==> config.mk <==
export PLATFORM = sky130hd
export DESIGN_NAME = lcd_rect_fill_serializer_unit_flat
export DESIGN_NICKNAME = d
export VERILOG_FILES = /design/src/design/lrfs_pkg.sv /design/src/design/lrfs_if.sv /design/src/design/lrfs_cfg_regs.sv /design/src/design/lrfs_engine.sv /design/src/design/lcd_rect_fill_serializer_unit.sv /design/src/flat_wrapper.sv
export VERILOG_INCLUDE_DIRS = /design/src /design/src/design
export SDC_FILE = /design/constraint.sdc
export NUM_CORES = 1
export LEC_CHECK = 0
export ABC_AREA = 1
export BUFFER_PORTS_ARGS = -buffer_cell sky130_fd_sc_hd__buf_2
export CELL_PAD_IN_SITES_DETAIL_PLACEMENT = 1
export CELL_PAD_IN_SITES_GLOBAL_PLACEMENT = 2
export CORE_ASPECT_RATIO = 1.2
export CORE_UTILIZATION = 29
export DETAILED_ROUTE_END_ITERATION = 10
export PLACE_DENSITY = 0.74
export SYNTH_ARGS = -nofsm -noshare
export SYNTH_HDL_FRONTEND = slang
export SYNTH_SLANG_ARGS = --single-unit
==> constraint.sdc <==
create_clock -name clk -period 9.4 [get_ports clk]
set_clock_uncertainty 0.05 [all_clocks]
set_input_delay 1.88 -clock clk [delete_from_list [all_inputs] [get_ports clk]]
set_output_delay 1.88 -clock clk [all_outputs]
set_load 0.01 [all_outputs]
==> src/design/assert_macros.svh <==
// Assertion macros used by the engine design file.
`ifndef ASSERT_MACROS_SVH
`define ASSERT_MACROS_SVH

// Clocked check, off during reset.
`define ASSERT_SYNC(lbl, clk, rst, prop, msg) \
  lbl: assert property (@(posedge clk) disable iff (rst) prop) else $error(msg);

// Clocked check, also during reset.
`define ASSERT_ALWAYS(lbl, clk, prop, msg) \
  lbl: assert property (@(posedge clk) prop) else $error(msg);

`endif

==> src/design/lrfs_pkg.sv <==
// Types, codes and the word selection function of the rect fill serializer.
package lrfs_pkg;

  localparam int WORD_BITS = 9;
  localparam int CFG_IDX_W = 3;
  localparam int CFG_DATA_W = 8;

  localparam logic [2:0] MODE_IDLE  = 3'd0;
  localparam logic [2:0] MODE_FILL  = 3'd1;
  localparam logic [2:0] MODE_PIXEL = 3'd2;
  localparam logic [2:0] MODE_CMD   = 3'd3;
  localparam logic [2:0] MODE_DATA  = 3'd4;

  localparam logic [CFG_IDX_W-1:0] CFG_COLUMN_SET  = 3'd0;
  localparam logic [CFG_IDX_W-1:0] CFG_PAGE_SET    = 3'd1;
  localparam logic [CFG_IDX_W-1:0] CFG_MEM_WRITE   = 3'd2;
  localparam logic [CFG_IDX_W-1:0] CFG_PIX_END_1   = 3'd3;
  localparam logic [CFG_IDX_W-1:0] CFG_PIX_END_2   = 3'd4;
  localparam logic [CFG_IDX_W-1:0] CFG_PANEL_LIMIT = 3'd5;

  localparam logic [3:0] HDR_COL_CMD   = 4'd0;
  localparam logic [3:0] HDR_COL_START = 4'd1;
  localparam logic [3:0] HDR_COL_END   = 4'd2;
  localparam logic [3:0] HDR_PAGE_CMD  = 4'd3;
  localparam logic [3:0] HDR_PAGE_START = 4'd4;
  localparam logic [3:0] HDR_PAGE_END  = 4'd5;
  localparam logic [3:0] HDR_MEM_CMD   = 4'd6;
  localparam logic [3:0] STREAM_START  = 4'd7;
  localparam logic [3:0] PIXEL_WORDS   = 4'd9;
  localparam logic [3:0] RAW_WORDS     = 4'd1;

  localparam logic [1:0] TRIPLE_RG = 2'd0;
  localparam logic [1:0] TRIPLE_BR = 2'd1;
  localparam logic [1:0] TRIPLE_GB = 2'd2;

  localparam logic [4:0] PHASE_LAST = 5'(2 * WORD_BITS + 1);

  typedef struct packed {
    logic [7:0] column_set_code;
    logic [7:0] page_set_code;
    logic [7:0] memory_write_code;
    logic [7:0] pixel_end_first;
    logic [7:0] pixel_end_second;
    logic [7:0] panel_limit;
  } lrfs_cfg_t;

  typedef struct packed {
    logic [2:0]  kind;
    logic [7:0]  x;
    logic [7:0]  y;
    logic [7:0]  width;
    logic [7:0]  height;
    logic [11:0] color;
    logic [7:0]  raw_byte;
  } lrfs_item_t;

  typedef struct packed {
    logic chip_select_n;
    logic serial_clock;
    logic serial_data;
    logic busy_res;
    logic rejected;
  } lrfs_result_t;

  function automatic logic [WORD_BITS-1:0] word_of(
    input logic [2:0]  mode,
    input logic [3:0]  hidx,
    input logic [1:0]  tidx,
    input logic [7:0]  scol,
    input logic [7:0]  ecol,
    input logic [7:0]  spage,
    input logic [7:0]  epage,
    input logic [11:0] color,
    input lrfs_cfg_t   cfg
  );
    logic [3:0] r;
    logic [3:0] g;
    logic [3:0] b;
    logic [WORD_BITS-1:0] w;
    r = color[11:8];
    g = color[7:4];
    b = color[3:0];
    if (mode == MODE_CMD) begin
      w = {1'b0, scol};
    end else if (mode == MODE_DATA) begin
      w = {1'b1, scol};
    end else begin
      case (hidx)
        HDR_COL_CMD:    w = {1'b0, cfg.column_set_code};
        HDR_COL_START:  w = {1'b1, scol};
        HDR_COL_END:    w = {1'b1, (mode == MODE_FILL) ? ecol : cfg.pixel_end_first};
        HDR_PAGE_CMD:   w = {1'b0, cfg.page_set_code};
        HDR_PAGE_START: w = {1'b1, spage};
        HDR_PAGE_END:   w = {1'b1, (mode == MODE_FILL) ? epage : cfg.pixel_end_second};
        HDR_MEM_CMD:    w = {1'b0, cfg.memory_write_code};
        default: begin
          if (mode == MODE_PIXEL) begin
            if (hidx == STREAM_START) w = {1'b1, color[11:4]};
            else w = {1'b1, color[3:0], 4'h0};
          end else begin
            case (tidx)
              TRIPLE_RG: w = {1'b1, r, g};
              TRIPLE_BR: w = {1'b1, b, r};
              default:   w = {1'b1, g, b};
            endcase
          end
        end
      endcase
    end
    return w;
  endfunction

endpackage

==> src/design/lrfs_if.sv <==
// Request and result channel interfaces.
interface lrfs_req_if;
  logic        valid;
  logic        ready;
  logic [2:0]  kind;
  logic [7:0]  x;
  logic [7:0]  y;
  logic [7:0]  width;
  logic [7:0]  height;
  logic [11:0] color;
  logic [7:0]  raw_byte;

  modport source (output valid, kind, x, y, width, height, color, raw_byte, input ready);
  modport sink (input valid, kind, x, y, width, height, color, raw_byte, output ready);
endinterface

interface lrfs_res_if;
  logic valid;
  logic ready;
  logic chip_select_n;
  logic serial_clock;
  logic serial_data;
  logic busy_res;
  logic rejected;

  modport source (output valid, chip_select_n, serial_clock, serial_data, busy_res,
                  rejected, input ready);
  modport sink (input valid, chip_select_n, serial_clock, serial_data, busy_res,
                rejected, output ready);
endinterface

==> src/design/lrfs_cfg_regs.sv <==
// Configuration register file of the rect fill serializer.
module lrfs_cfg_regs (
  input  logic                           clk,
  input  logic                           rst,
  input  logic                           cfg_we,
  input  logic [lrfs_pkg::CFG_IDX_W-1:0] cfg_index,
  input  logic [lrfs_pkg::CFG_DATA_W-1:0] cfg_data,
  output lrfs_pkg::lrfs_cfg_t            cfg
);
  import lrfs_pkg::*;

  always_ff @(posedge clk) begin
    if (rst) begin
      cfg.column_set_code   <= 8'd42;
      cfg.page_set_code     <= 8'd43;
      cfg.memory_write_code <= 8'd44;
      cfg.pixel_end_first   <= 8'd131;
      cfg.pixel_end_second  <= 8'd131;
      cfg.panel_limit       <= 8'd132;
    end else if (cfg_we) begin
      case (cfg_index)
        CFG_COLUMN_SET:  cfg.column_set_code   <= cfg_data;
        CFG_PAGE_SET:    cfg.page_set_code     <= cfg_data;
        CFG_MEM_WRITE:   cfg.memory_write_code <= cfg_data;
        CFG_PIX_END_1:   cfg.pixel_end_first   <= cfg_data;
        CFG_PIX_END_2:   cfg.pixel_end_second  <= cfg_data;
        CFG_PANEL_LIMIT: cfg.panel_limit       <= cfg_data;
        default: ;
      endcase
    end
  end
endmodule

==> src/design/lrfs_engine.sv <==
// Request state, word sequencer and pin generation, one beat per step.
`include "assert_macros.svh"

module lrfs_engine (
  input  logic                   clk,
  input  logic                   rst,
  input  logic                   step,
  input  lrfs_pkg::lrfs_item_t   item,
  input  lrfs_pkg::lrfs_cfg_t    cfg,
  output lrfs_pkg::lrfs_result_t result
);
  import lrfs_pkg::*;

  logic [2:0]           mode, mode_next;
  logic [3:0]           hidx, hidx_next;
  logic [WORD_BITS-1:0] shift, shift_next;
  logic [4:0]           phase, phase_next;
  logic [7:0]           scol, scol_next;
  logic [7:0]           ecol, ecol_next;
  logic [7:0]           spage, spage_next;
  logic [7:0]           epage, epage_next;
  logic [11:0]          fcolor, fcolor_next;
  logic [1:0]           tidx, tidx_next;
  logic [15:0]          pairs, pairs_next;
  logic                 sel, sel_next;
  logic                 clk_lv, clk_lv_next;
  logic                 data_lv, data_lv_next;

  logic       is_req;
  logic       rej;
  logic       load;
  logic [8:0] ex, ey;
  logic [7:0] ex_c, ey_c;
  logic [8:0] dx, dy;
  logic [17:0] cnt;
  logic [3:0] total;

  always_comb begin
    ex   = {1'b0, item.x} + {1'b0, item.width};
    ey   = {1'b0, item.y} + {1'b0, item.height};
    ex_c = (ex > {1'b0, cfg.panel_limit}) ? cfg.panel_limit : ex[7:0];
    ey_c = (ey > {1'b0, cfg.panel_limit}) ? cfg.panel_limit : ey[7:0];
    dx   = {1'b0, ex_c} - {1'b0, item.x} + 9'd1;
    dy   = {1'b0, ey_c} - {1'b0, item.y} + 9'd1;
    cnt  = {9'd0, dx} * {9'd0, dy};
  end

  always_comb begin
    mode_next    = mode;
    hidx_next    = hidx;
    shift_next   = shift;
    phase_next   = phase;
    scol_next    = scol;
    ecol_next    = ecol;
    spage_next   = spage;
    epage_next   = epage;
    fcolor_next  = fcolor;
    tidx_next    = tidx;
    pairs_next   = pairs;
    sel_next     = sel;
    clk_lv_next  = clk_lv;
    data_lv_next = data_lv;
    rej          = 1'b0;
    load         = 1'b0;
    total        = RAW_WORDS;
    is_req       = (item.kind >= MODE_FILL) && (item.kind <= MODE_DATA);

    if (is_req) begin
      if (mode != MODE_IDLE) begin
        rej = 1'b1;
      end else if ((item.kind <= MODE_PIXEL) &&
                   ((item.x > cfg.panel_limit) || (item.y > cfg.panel_limit))) begin
        rej = 1'b1;
      end else begin
        mode_next   = item.kind;
        hidx_next   = HDR_COL_CMD;
        tidx_next   = TRIPLE_RG;
        phase_next  = 5'd0;
        scol_next   = (item.kind >= MODE_CMD) ? item.raw_byte : item.x;
        spage_next  = item.y;
        fcolor_next = item.color;
        if (item.kind == MODE_FILL) begin
          ecol_next  = ex_c;
          epage_next = ey_c;
          pairs_next = cnt[16:1] + 16'd1;
        end
        load = 1'b1;
      end
    end else if (mode != MODE_IDLE) begin
      if (phase == 5'd0) begin
        sel_next   = 1'b0;
        phase_next = 5'd1;
      end else if (phase < PHASE_LAST) begin
        if (phase[0]) begin
          data_lv_next = shift[WORD_BITS-1];
          clk_lv_next  = 1'b1;
        end else begin
          clk_lv_next = 1'b0;
          shift_next  = {shift[WORD_BITS-2:0], 1'b0};
        end
        phase_next = phase + 5'd1;
      end else begin
        sel_next = 1'b1;
        if ((mode == MODE_FILL) && (hidx >= STREAM_START)) begin
          if (tidx >= TRIPLE_GB) begin
            tidx_next  = TRIPLE_RG;
            pairs_next = pairs - 16'd1;
            if (pairs_next == 16'd0) mode_next = MODE_IDLE;
          end else begin
            tidx_next = tidx + 2'd1;
          end
        end else begin
          if (mode == MODE_FILL) total = STREAM_START;
          else if (mode == MODE_PIXEL) total = PIXEL_WORDS;
          hidx_next = hidx + 4'd1;
          if ((mode != MODE_FILL) && (hidx_next >= total)) mode_next = MODE_IDLE;
        end
        phase_next = 5'd0;
        load       = (mode_next != MODE_IDLE);
      end
    end

    if (load) begin
      shift_next = word_of(mode_next, hidx_next, tidx_next, scol_next, ecol_next,
                           spage_next, epage_next, fcolor_next, cfg);
    end

    result.chip_select_n = sel_next;
    result.serial_clock  = clk_lv_next;
    result.serial_data   = data_lv_next;
    result.busy_res      = (mode_next != MODE_IDLE);
    result.rejected      = rej;
  end

  always_ff @(posedge clk) begin
    if (rst) begin
      mode    <= MODE_IDLE;
      hidx    <= 4'd0;
      shift   <= '0;
      phase   <= 5'd0;
      scol    <= 8'd0;
      ecol    <= 8'd0;
      spage   <= 8'd0;
      epage   <= 8'd0;
      fcolor  <= 12'd0;
      tidx    <= 2'd0;
      pairs   <= 16'd0;
      sel     <= 1'b1;
      clk_lv  <= 1'b0;
      data_lv <= 1'b0;
    end else if (step) begin
      mode    <= mode_next;
      hidx    <= hidx_next;
      shift   <= shift_next;
      phase   <= phase_next;
      scol    <= scol_next;
      ecol    <= ecol_next;
      spage   <= spage_next;
      epage   <= epage_next;
      fcolor  <= fcolor_next;
      tidx    <= tidx_next;
      pairs   <= pairs_next;
      sel     <= sel_next;
      clk_lv  <= clk_lv_next;
      data_lv <= data_lv_next;
    end
  end

  `ASSERT_SYNC(a_idle_deselected, clk, rst, (mode == MODE_IDLE) |-> sel, "select low while idle")
  `ASSERT_SYNC(a_clock_in_select, clk, rst, clk_lv |-> !sel, "clock high while deselected")
  `ASSERT_SYNC(a_word_end_phase, clk, rst, $rose(sel) |-> (phase == 5'd0), "phase left set")
  `ASSERT_ALWAYS(a_phase_range, clk, rst || (phase <= PHASE_LAST), "bit phase out of range")
endmodule

==> src/design/lcd_rect_fill_serializer_unit.sv <==
// Top level of the 9-bit serial display writer with rectangle fill.
// One request or tick beat is taken per clock and each beat yields one result beat:
// a request register feeds the sequencer logic, whose pin levels, busy and reject
// flags land in a result register. The fill pixel count multiply sits between
// those two registers. The input takes a beat every cycle while the result
// register is free or being drained.
module lcd_rect_fill_serializer_unit (
  input  logic                            clk,
  input  logic                            rst,
  lrfs_req_if.sink                        req,
  lrfs_res_if.source                      res,
  input  logic                            cfg_we,
  input  logic [lrfs_pkg::CFG_IDX_W-1:0]  cfg_index,
  input  logic [lrfs_pkg::CFG_DATA_W-1:0] cfg_data
);
  import lrfs_pkg::*;

  lrfs_cfg_t    cfg;
  lrfs_item_t   item;
  lrfs_result_t step_res;
  lrfs_result_t out_res;
  logic         item_valid;
  logic         out_valid;
  logic         advance;

  lrfs_cfg_regs u_cfg (
    .clk       (clk),
    .rst       (rst),
    .cfg_we    (cfg_we),
    .cfg_index (cfg_index),
    .cfg_data  (cfg_data),
    .cfg       (cfg)
  );

  lrfs_engine u_engine (
    .clk    (clk),
    .rst    (rst),
    .step   (advance),
    .item   (item),
    .cfg    (cfg),
    .result (step_res)
  );

  assign advance   = item_valid && (!out_valid || res.ready);
  assign req.ready = !item_valid || advance;

  always_ff @(posedge clk) begin
    if (rst) begin
      item_valid <= 1'b0;
    end else if (req.ready) begin
      item_valid <= req.valid;
    end
  end

  always_ff @(posedge clk) begin
    if (req.valid && req.ready) begin
      item.kind     <= req.kind;
      item.x        <= req.x;
      item.y        <= req.y;
      item.width    <= req.width;
      item.height   <= req.height;
      item.color    <= req.color;
      item.raw_byte <= req.raw_byte;
    end
  end

  always_ff @(posedge clk) begin
    if (rst) begin
      out_valid <= 1'b0;
    end else if (advance) begin
      out_valid <= 1'b1;
    end else if (res.ready) begin
      out_valid <= 1'b0;
    end
  end

  always_ff @(posedge clk) begin
    if (advance) out_res <= step_res;
  end

  assign res.valid         = out_valid;
  assign res.chip_select_n = out_res.chip_select_n;
  assign res.serial_clock  = out_res.serial_clock;
  assign res.serial_data   = out_res.serial_data;
  assign res.busy_res      = out_res.busy_res;
  assign res.rejected      = out_res.rejected;
endmodule
==> src/flat_wrapper.sv <==
// flat-port wrapper written by rule: the top's interface ports become plain ports
module lcd_rect_fill_serializer_unit_flat import lrfs_pkg::*;
  (clk, rst, cfg_we, cfg_index, cfg_data, req_valid, req_kind, req_x, req_y, req_width, req_height, req_color, req_raw_byte, req_ready, res_valid, res_chip_select_n, res_serial_clock, res_serial_data, res_busy_res, res_rejected, res_ready);
  lrfs_req_if req_i ();
  lrfs_res_if res_i ();
  input  logic clk;
  input  logic rst;
  input  logic cfg_we;
  input  logic [lrfs_pkg::CFG_IDX_W-1:0] cfg_index;
  input  logic [lrfs_pkg::CFG_DATA_W-1:0] cfg_data;
  input wire logic [$bits(req_i.valid)-1:0] req_valid;
  input wire logic [$bits(req_i.kind)-1:0] req_kind;
  input wire logic [$bits(req_i.x)-1:0] req_x;
  input wire logic [$bits(req_i.y)-1:0] req_y;
  input wire logic [$bits(req_i.width)-1:0] req_width;
  input wire logic [$bits(req_i.height)-1:0] req_height;
  input wire logic [$bits(req_i.color)-1:0] req_color;
  input wire logic [$bits(req_i.raw_byte)-1:0] req_raw_byte;
  output wire logic [$bits(req_i.ready)-1:0] req_ready;
  output wire logic [$bits(res_i.valid)-1:0] res_valid;
  output wire logic [$bits(res_i.chip_select_n)-1:0] res_chip_select_n;
  output wire logic [$bits(res_i.serial_clock)-1:0] res_serial_clock;
  output wire logic [$bits(res_i.serial_data)-1:0] res_serial_data;
  output wire logic [$bits(res_i.busy_res)-1:0] res_busy_res;
  output wire logic [$bits(res_i.rejected)-1:0] res_rejected;
  input wire logic [$bits(res_i.ready)-1:0] res_ready;
  assign req_i.valid = req_valid;
  assign req_i.kind = req_kind;
  assign req_i.x = req_x;
  assign req_i.y = req_y;
  assign req_i.width = req_width;
  assign req_i.height = req_height;
  assign req_i.color = req_color;
  assign req_i.raw_byte = req_raw_byte;
  assign req_ready = req_i.ready;
  assign res_valid = res_i.valid;
  assign res_chip_select_n = res_i.chip_select_n;
  assign res_serial_clock = res_i.serial_clock;
  assign res_serial_data = res_i.serial_data;
  assign res_busy_res = res_i.busy_res;
  assign res_rejected = res_i.rejected;
  assign res_i.ready = res_ready;
  lcd_rect_fill_serializer_unit u_core (.clk(clk), .rst(rst), .req(req_i), .res(res_i), .cfg_we(cfg_we), .cfg_index(cfg_index), .cfg_data(cfg_data));
endmodule
==> run_results.csv, run 1 <==
group,metric,value,unit
clock_tree,cts.sinks,196,
worst_setup_path,cp-end-kind,"flip-flop",
yosys,yosys.area.top_type_share,18.23,%
yosys,synth_cell_types,58,
hold_path,holdPathStages,2,
worst_setup_path,r2r-start,"u_core.item[46]$_DFFE_PP_",
grt,grt_pass1_wl,80430,µm
grt,antenna_found_initial,0,
yosys,netlist_area,14940,µm²
clock_tree,clk_pin_slew_worst_paths,0.09,ns
timing,setup_viol,0,
die,die_w,209.2,µm
yosys,synthArstFlopShare,0,%
job,max_cap_violations,0,
clock_tree,cts_max_path_buffers,2,
worst_setup_path,start_kind,"flip-flop",
detailed_routing,vias,13890,
die,start_util,29.54,%
timing,tightest_slew,0.9854,ns
detailed_routing,drc_errors,0,
place,placed_area,16220,µm²
yosys,synth-main-ff-cell,"dfxtp_1",
worst_setup_path,critPathBufInv,9,
worst_setup_path,cpLargestDelayFamily,"adder cells",
cells_and_area,drive_above_1_share,13.53,%
cells_and_area,finalNonFillerCells,2847,
cells_and_area,fin_nets,2437,
die,io_pins,78,
detailed_routing,routedWlPerCell,17.70,µm
place,place_congestion,0.8607,
status,status,"finished, final reports clean",
detailed_routing,finalWirelength,50400,µm
yosys,ys_seq_elements,196,
cells_and_area,multi_input_area,9194,µm²
timing,fin_crit_sh,94.92,%
detailed_routing,avgViaCountPerCell,4.879,
worst_setup_path,max_stage_delay,0.52,ns
cells_and_area,insertedDiodeCount,0,
die,row_count,90,
yosys,synth.area.top_cells,"dfxtp_1, edfxtp_1, nand2_1",
worst_setup_path,regToRegSetupSlack,0.48,ns
yosys,synth_warnings,0,
clock_tree,clockRootBuffer,"clkbuf_16",
timing,relSlewSlack,34.31,%
yosys,synthCells,2091,
grt,grt_pass1_vias,14890,
worst_setup_path,critPathKind,"flip-flop to flip-flop",
grt,grt_usage,19.78,%
worst_setup_path,critPathMaxFanout,5,
die,coreArea,50560,µm²
die,die_h,250.6,µm
timing,slew_viol_final,0,
detailed_routing,antenna_left,0,
detailed_routing,firstDrtPassIters,5,
hold_path,hold_end,"u_core.u_cfg.cfg[21]$_SDFFE_PP0P_",
worst_setup_path,reg2regPathDepth,53,
hold_path,holdCritStartpoint,"u_core.u_cfg.cfg[21]$_SDFFE_PP0P_",
timing,hold_violations,0,
die,dieArea,52420,µm²
yosys,synth_nets,2338,
yosys,syn_area_per_cell,7.143,µm²
clock_tree,cts_tree,"yes",
worst_setup_path,cp_slowest_cell,"fa_1",
timing,fmax,112.1,MHz
timing,tns,0,ns
clock_tree,cts.htree.levels,4,
yosys,synth_largest_area_cell,"dfxtp_1",
clock_tree,clock_latency,0.50,ns
grt,grt_remaining_overflow,0,
worst_setup_path,required,9.79,ns
grt,grt_max_degree,86,
cells_and_area,n_fill_cell,6186,
cells_and_area,syn2layout_area_growth,15.54,%
hold_path,worstHoldPathType,"flip-flop to flip-flop",
worst_setup_path,critPathArrivalTime,9.31,ns
worst_setup_path,crit_top_cell,"nand2_1",
place,portBuffers,77,
yosys,ys_seq_area_share,30.29,%
detailed_routing,drtIter0Drc,634,
place,hpwl,38890,µm
yosys,synth-edff-count,60,
cells_and_area,seq_area,4524,µm²
cells_and_area,fin_util,34.13,%
timing,min_period,8.923,ns
cells_and_area,finalInstanceArea,17260,µm²
place,place_inst,2798,
worst_setup_path,r2r_end,"u_core.u_engine.pairs[15]$_SDFFE_PP0P_",
clock_tree,numCtsBuffers,17,
clock_tree,cts_hold_buffers,0,
==> stage by stage <==
step,setup WS (ns),hold WS (ns)
after floorplan,0.6185,0.3792
after global placement,-0.05229,0.3905
after detailed placement,-0.3265,0.3981
after CTS,0.01942,0.4132
after global routing,-0.05056,0.4454
final,0.4771,0.4139
==> worst max-delay path by stage <==
stage | cells after the start | startpoint | end | slack, ns
floorplan | 50 | u_core.item[36]$_DFFE_PP_ | u_core.u_engine.pairs[15]$_SDFFE_PP0P_ | 0.62
global placement | 49 | u_core.item[44]$_DFFE_PP_ | u_core.u_engine.pairs[12]$_SDFFE_PP0P_ | -0.05
detailed placement | 49 | u_core.item[44]$_DFFE_PP_ | u_core.u_engine.pairs[12]$_SDFFE_PP0P_ | -0.33
CTS | 55 | u_core.item[28]$_DFFE_PP_ | u_core.u_engine.pairs[15]$_SDFFE_PP0P_ | 0.02
global route | 52 | u_core.item[46]$_DFFE_PP_ | u_core.u_engine.pairs[15]$_SDFFE_PP0P_ | -0.05
finish | 53 | u_core.item[46]$_DFFE_PP_ | u_core.u_engine.pairs[15]$_SDFFE_PP0P_ | 0.48
==> worst min-delay path, cell delays in order, from the launching register on <==
cell and delay, ns:
dfxtp_1 0.31, inv_1 0.06, a21oi_1 0.06
==> flip-flops by register name, summed over array words and instances, names as in the netlist, 2 cells and up <==
name                    cells
u_core.u_engine.fcolor     12
u_core.u_engine.ecol        8
u_core.u_engine.mode        3
u_core.u_engine.scol        8
u_core.u_engine.epage       8
u_core.u_engine.phase       5
u_core.u_engine.hidx        4
u_core.u_engine.spage       8
u_core.u_engine.tidx        2
u_core.u_cfg.cfg           48
u_core.u_engine.shift       9
u_core.item                55
u_core.u_engine.pairs      16
==> Yosys cell counts, drive strengths merged, types with 11 or more instances <==
cell / count
a21oi: 130
a31oi: 12
buf: 14
clkbuf: 45
dfxtp: 136
edfxtp: 60
fa: 53
ha: 123
inv: 343
nand2: 488
nand3: 108
nand4: 20
nor2: 251
nor3: 14
o211ai: 35
o21ai: 163
xnor2: 11
xor2: 34
==> repair_timing <==
action / in CTS / in global routing
resized for setup: 7 / 70
setup endpoints to repair: 6 / 10
pin swaps: 1 / 30
gates cloned: 0 / 1
setup buffers: 1 / 15
==> cells by family after synthesis <==
family / after synthesis / synth area share, %
AO/OA/AOI/OAI: 368 / 13.75
multiplexers: 1 / 0.06702
buffers and inverters: 404 / 10.37
AND/OR/NAND/NOR: 901 / 25.35
XOR/XNOR: 45 / 2.764
flip-flops: 196 / 30.29
adder cells (fa/ha/maj): 176 / 17.41
==> layer usage <==
layer | up-vias | part of all wire [%] | GRT usage (%)
met5 | - | 0 | 0
met3 | 49 | 1.9 | 2.683
met4 | 0 | 2.1 | 6.134
met1 | 6799 | 44 | 23.03
li1 | 6919 | - | -
met2 | 124 | 52 | 37.01
==> layout by cell type, fill, tap and decap left out, types with 33 or more instances in the layout <==
master    instances
nand2_1         470
inv_1           323
nor2_1          231
o21ai_0         142
dfxtp_1         136
a21oi_1         116
ha_1            115
nand3_1         105
buf_2            77
edfxtp_1         60
buf_4            59
fa_1             49
o211ai_1         33
==> layout make-up <==
class / count / share of cell area [%]
Timing Repair Buffer: 138 / 4.930
Tap cell: 644 / 4.669
Sequential cell: 196 / 26.22
Clock buffer: 18 / 2.610
Multi-Input combinational cell: 1492 / 53.27
Inverter: 345 / 7.533
Clock inverter: 14 / 0.7685
Power of run 1 is not shown: default switching activity piles up to over one toggle a cycle in this logic, so the estimate is an artifact.
==> run 2, diff against run 1 <==
Settings changed: PLACE_DENSITY 0.74 to 0.77.
==> run 2 against run 1 <==
Highest routed layer unchanged. First-iteration DRC count shrank 13%. Non-clock buffer count grew 2. Setup slack gained 0.048 ns.
==> run_results.csv, run 2 (same netlist as run 1, synthesis figures left out) <==
group,metric,value,unit
status,status,"finished, final reports clean",
worst_setup_path,cp-end-kind,"flip-flop",
clock_tree,cts_max_path_buffers,2,
grt,grt_pass1_wl,78450,µm
detailed_routing,routedWlPerCell,17.34,µm
detailed_routing,vias,13770,
cells_and_area,reg.largest.list,"u_core.item (55), u_core.u_cfg.cfg (48), u_core.u_engine.pairs (16)",
die,die_w,209.2,µm
clock_tree,clk_pin_slew_worst_paths,0.07,ns
grt,grt_max_degree,86,
clock_tree,clock_latency,0.50,ns
timing,fin_crit_sh,94.41,%
clock_tree,cts.htree.levels,4,
detailed_routing,firstDrtPassIters,6,
job,max_cap_violations,0,
clock_tree,clockRootBuffer,"clkbuf_16",
timing,setup_viol,0,
place,portBuffers,77,
cells_and_area,largest_register,"u_core.item",
timing,fmax,112.7,MHz
place,hpwl,38200,µm
cells_and_area,syn2layout_area_growth,15.87,%
die,start_util,29.54,%
clock_tree,numCtsBuffers,17,
timing,relSlewSlack,35.34,%
clock_tree,cts_tree,"yes",
cells_and_area,layout_commonest_cell,"nand2_1",
clock_tree,cts_hold_buffers,0,
worst_setup_path,critPathKind,"flip-flop to flip-flop",
worst_setup_path,critPathArrivalTime,9.26,ns
place,place_congestion,0.8604,
timing,tightest_slew,0.9700,ns
worst_setup_path,max_stage_delay,0.54,ns
cells_and_area,final_cell_mix,"nand2_1, inv_1, nor2_1",
detailed_routing,antenna_left,0,
clock_tree,cts.sinks,196,
worst_setup_path,start_kind,"flip-flop",
worst_setup_path,crit_top_cell,"nand2_1",
worst_setup_path,cp_slowest_cell,"fa_1",
cells_and_area,fin_nets,2438,
cells_and_area,largest_register_ff_count,55,
worst_setup_path,critPathMaxFanout,6,
cells_and_area,finalInstanceArea,17310,µm²
timing,hold_violations,0,
grt,grt_pass1_vias,14430,
detailed_routing,avgViaCountPerCell,4.836,
die,coreArea,50560,µm²
cells_and_area,insertedDiodeCount,0,
grt,grt_remaining_overflow,0,
timing,slew_viol_final,0,
hold_path,worstHoldPathType,"flip-flop to flip-flop",
die,row_count,90,
die,die_h,250.6,µm
detailed_routing,drc_errors,0,
detailed_routing,drtIter0Drc,549,
place,placed_area,16170,µm²
die,dieArea,52420,µm²
grt,grt_usage,19.39,%
detailed_routing,finalWirelength,49390,µm
cells_and_area,drive_above_1_share,14.20,%
die,io_pins,78,
grt,antenna_found_initial,0,
worst_setup_path,required,9.78,ns
timing,min_period,8.875,ns
## run 2: cell types whose count changed in the layout (fill, tap and decap cells not counted), moves of 3 or more
cell / previous run / this run
nand2_2: 16 / 23
ha_4: 5 / 12
inv_8: 4 / 0
ha_1: 115 / 109
a21oi_2: 14 / 11
inv_2: 18 / 24
a21oi_1: 116 / 119
clkbuf_1: 0 / 3
nand2_1: 470 / 462
inv_1: 323 / 317
o21ai_1: 14 / 17
## run 2: final cells by class
| type | count | area [µm²] |
|---|---|---|
| inverter | 345 | 1300 |
| multi-input combinational | 1491 | 9234 |
| fill | 6252 | 33250 |
| clock buffer | 23 | 489.2 |
| sequential | 196 | 4524 |
| timing repair buffer | 140 | 865.8 |
| clock inverter | 9 | 87.58 |
| tap | 644 | 805.8 |
## run 2: repair_timing
action	CTS	global route
buffers inserted	1	23
gates resized for setup	6	87
pin swaps	1	62
hold endpoints to repair	0	0
setup endpoints to repair	5	10
## run 2: final timing paths
check | end | startpoint | depth (start not counted) | slack [ns]
worst max-delay path | u_core.u_engine.pairs[15]$_SDFFE_PP0P_ | u_core.item[36]$_DFFE_PP_ | 53 | 0.53
worst min register to register | u_core.u_cfg.cfg[13]$_SDFFE_PP0P_ | u_core.u_cfg.cfg[13]$_SDFFE_PP0P_ | 2 | 0.41
worst max register to register | u_core.u_engine.pairs[15]$_SDFFE_PP0P_ | u_core.item[36]$_DFFE_PP_ | 53 | 0.53
worst min-delay path | u_core.u_cfg.cfg[13]$_SDFFE_PP0P_ | u_core.u_cfg.cfg[13]$_SDFFE_PP0P_ | 2 | 0.41
## run 2: routing by layer
| metal | GRT usage (%) | wire [µm] | up-vias |
|---|---|---|---|
| li1 | - | - | 6913 |
| met1 | 23.05 | 21790 | 6667 |
| met2 | 35.54 | 25590 | 140 |
| met3 | 2.545 | 947 | 53 |
| met4 | 6.492 | 1052 | 0 |
| met5 | 0 | 0 | - |
## run 2: worst max-delay path: cells and delay by family, from the launching register on
family          cells  cell delay [ns]
compound gates     11             1.38
simple gates       21             1.76
flops               1             0.44
fa+ha+maj          11             4.02
buf+inv             6             0.54
xor+xnor            4             0.63
## run 2: metrics by stage
step | TNS [ns] | instances | hold WS (ns) | setup slack, ns | utilization, %
finish | 0 | 2848 | 0.4146 | 0.5253 | 34.23
detailed placement | -0.1746 | 2792 | 0.3997 | -0.08685 | 31.99
CTS | 0 | 2825 | 0.4187 | 0.03274 | 33.18
global route | -0.2076 | 2848 | 0.4414 | -0.1314 | 34.23
global placement | 0 | 2792 | 0.3904 | 0.02342 | 31.99
floorplan | 0 | 2091 | 0.3792 | 0.6185 | -
Power of run 2 is left out for the same reason.
==> run 3, diff against run 2 <==
Settings changed: ABC_AREA 1 to not set, PLACE_DENSITY 0.77 to 0.73.
==> run 3 against run 2 <==
The run now ends with negative setup slack left. Final cell count is 8.5% lower. Highest routed layer unchanged. Setup slack worse by 0.67 ns. Critical path type unchanged. First-iteration DRC count is 27% lower.
==> run_results.csv, run 3 <==
group,metric,value,unit
place,place_congestion,0.8354,
yosys,synthCells,1766,
cells_and_area,drive_above_1_share,21.09,%
detailed_routing,antenna_left,0,
yosys,synth_nets,2013,
clock_tree,cts_hold_buffers,0,
cells_and_area,syn2layout_area_growth,21.85,%
timing,worst_slack,-0.1448,ns
worst_setup_path,critPathArrivalTime,9.85,ns
cells_and_area,finalNonFillerCells,2607,
die,start_util,29.57,%
cells_and_area,reg.largest.list,"u_core.item (55), u_core.u_cfg.cfg (48), u_core.u_engine.pairs (16)",
worst_setup_path,r2r-start,"u_core.item[44]$_DFFE_PP_",
die,io_pins,78,
cells_and_area,multi_input_area,10100,µm²
cells_and_area,fin_util,36.03,%
place,hpwl,38510,µm
detailed_routing,vias,13340,
die,die_h,251.0,µm
detailed_routing,finalWirelength,50120,µm
timing,hold-worst-slack,0.4106,ns
worst_setup_path,reg2regPathDepth,43,
clock_tree,cts_tree,"yes",
timing,hold_violations,0,
grt,grt_pass1_wl,78880,µm
timing,fmax,104.8,MHz
timing,relSlewSlack,30.73,%
timing,fin_crit_sh,101.5,%
detailed_routing,routedWlPerCell,19.23,µm
grt,grt_pass1_vias,14220,
worst_setup_path,max_stage_delay,0.54,ns
clock_tree,clockRootBuffer,"clkbuf_16",
die,die_w,209.5,µm
grt,grt_usage,19.33,%
clock_tree,cts.htree.levels,4,
yosys,synth_warnings,0,
status,status,"complete, but fails checks",
die,coreArea,50670,µm²
place,portBuffers,77,
hold_path,hold_end,"u_core.u_engine.ecol[6]$_SDFFE_PP0P_",
timing,slew_viol_final,0,
place,place_inst,2545,
yosys,synthArstFlopShare,0,%
yosys,synth-edff-count,60,
yosys,synth_commonest_cells,"nand2_1, nor2_1, inv_1, dfxtp_1, a21oi_1",
timing,min_period,9.545,ns
die,row_count,90,
yosys,synth.area.top_cells,"dfxtp_1, edfxtp_1, ha_1",
yosys,synth_cell_types,95,
worst_setup_path,r2r_end,"u_core.u_engine.pairs[15]$_SDFFE_PP0P_",
worst_setup_path,required,9.71,ns
hold_path,worstHoldPathType,"flip-flop to flip-flop",
cells_and_area,fin_nets,2197,
worst_setup_path,start_kind,"flip-flop",
yosys,ys_seq_area_share,30.19,%
status,failed_checks,"negative setup slack",
worst_setup_path,cp_slowest_cell,"fa_1",
worst_setup_path,critPathKind,"flip-flop to flip-flop",
cells_and_area,layout_commonest_cell,"nand2_1",
yosys,yosys.area.top_type_share,18.17,%
hold_path,holdCritStartpoint,"u_core.u_engine.ecol[6]$_SDFFE_PP0P_",
grt,grt_max_degree,73,
clock_tree,clk_pin_slew_worst_paths,0.09,ns
worst_setup_path,cp-end-kind,"flip-flop",
worst_setup_path,critPathMaxFanout,5,
detailed_routing,drc_errors,0,
yosys,netlist_area,14980,µm²
cells_and_area,insertedDiodeCount,0,
cells_and_area,n_fill_cell,5938,
timing,setup_viol,3,
job,max_cap_violations,0,
clock_tree,cts_max_path_buffers,2,
detailed_routing,avgViaCountPerCell,5.115,
cells_and_area,seq_area,4524,µm²
detailed_routing,drtIter0Drc,399,
grt,grt_remaining_overflow,0,
clock_tree,cts.sinks,196,
die,dieArea,52590,µm²
timing,tightest_slew,1.035,ns
detailed_routing,firstDrtPassIters,4,
timing,rsz0062_at_grt,"yes",
yosys,syn_area_per_cell,8.485,µm²
cells_and_area,largest_register,"u_core.item",
yosys,synth-main-ff-cell,"dfxtp_1",
yosys,yosysMostFrequentCell,"nand2_1",
grt,antenna_found_initial,1,
clock_tree,numCtsBuffers,17,
cells_and_area,final_cell_mix,"nand2_1, nor2_1, buf_4",
worst_setup_path,regToRegSetupSlack,-0.14,ns
clock_tree,clock_latency,0.50,ns
hold_path,holdPathStages,2,
yosys,ys_seq_elements,196,
cells_and_area,largest_register_ff_count,55,
yosys,synth_largest_area_cell,"dfxtp_1",
## run 3: cell count changes after synthesis, sizes merged, moves of 18 or more
| cell | change |
|---|---|
| inv | -199 |
| nor2b | +18 |
| nor2 | -85 |
| o21ai | -97 |
| mux2 | +25 |
| nand3 | -81 |
| mux2i | +56 |
| nand2b | +22 |
| nand2 | -218 |
| xnor2 | +29 |
| a211oi | +30 |
| o211ai | -20 |
| nor3 | +21 |
## run 3: final cells by class
class	count	area share [%]
Sequential cell	196	24.78
Timing Repair Buffer	242	9.073
Inverter	144	2.960
Clock inverter	14	0.9936
Clock buffer	18	2.467
Multi-Input combinational cell	1349	55.31
Tap cell	644	4.413
## run 3: what timing repair did
action | in CTS | in global routing
cloned | 0 | 0
buffers inserted | 17 | 13
gates resized for setup | 42 | 48
pin swaps | 50 | 28
setup endpoints to repair | 7 | 9
## run 3: layer usage
layer	GRT usage [%]	vias to the layer above	routed length (µm)	part of all wire (%)
li1	-	6546	-	-
met1	23.20	6611	22440	45
met2	35.07	125	25380	51
met3	2.361	53	919	1.8
met4	7.153	0	1384	2.8
met5	0	-	0	0
## run 3: kinds of logic (layout without fill, tap and decap cells)
logic type               count (synthesis)  in the layout  synth area share, %
XOR/XNOR                                67             67                3.966
adder cells (fa/ha/maj)                176            176                17.35
AND/OR/NAND/NOR                        630            630                19.27
AO/OA/AOI/OAI                          394            394                17.62
buffers and inverters                  221            418                5.887
multiplexers                            82             82                5.711
flip-flops                             196            196                30.19
## run 3: stage by stage
stage	setup TNS [ns]	setup WS [ns]	instance area, µm²
final	-0.2537	-0.1448	18260
after global routing	-3.191	-0.6658	18260
after CTS	0	0.003951	17900
after detailed placement	-1.377	-0.3817	16990
after global placement	-0.2040	-0.1231	16990
after floorplan	0	0.01312	15100
## run 3: worst max-delay path by stage
stage                                    from                                      to  slack, ns
CTS                 u_core.item[44]$_DFFE_PP_  u_core.u_engine.pairs[15]$_SDFFE_PP0P_      0.004
detailed placement  u_core.item[21]$_DFFE_PP_  u_core.u_engine.pairs[15]$_SDFFE_PP0P_      -0.38
finish              u_core.item[44]$_DFFE_PP_  u_core.u_engine.pairs[15]$_SDFFE_PP0P_      -0.14
global route        u_core.item[44]$_DFFE_PP_  u_core.u_engine.pairs[15]$_SDFFE_PP0P_      -0.67
floorplan           u_core.item[44]$_DFFE_PP_  u_core.u_engine.pairs[15]$_SDFFE_PP0P_       0.01
global placement    u_core.item[44]$_DFFE_PP_  u_core.u_engine.pairs[15]$_SDFFE_PP0P_      -0.12
## run 3: critical path, delay by kind of cell (launching register included)
family	cells	cell delay (ns)
AOI/OAI and AO/OA	10	1.74
xor gates and xnor gates	5	0.78
adders and majority gates	10	3.69
buffers and inverters	9	0.78
DFF	1	0.40
muxes	1	0.39
and+or+nand+nor	8	1.60
Power of run 3 is left out for the same reason.
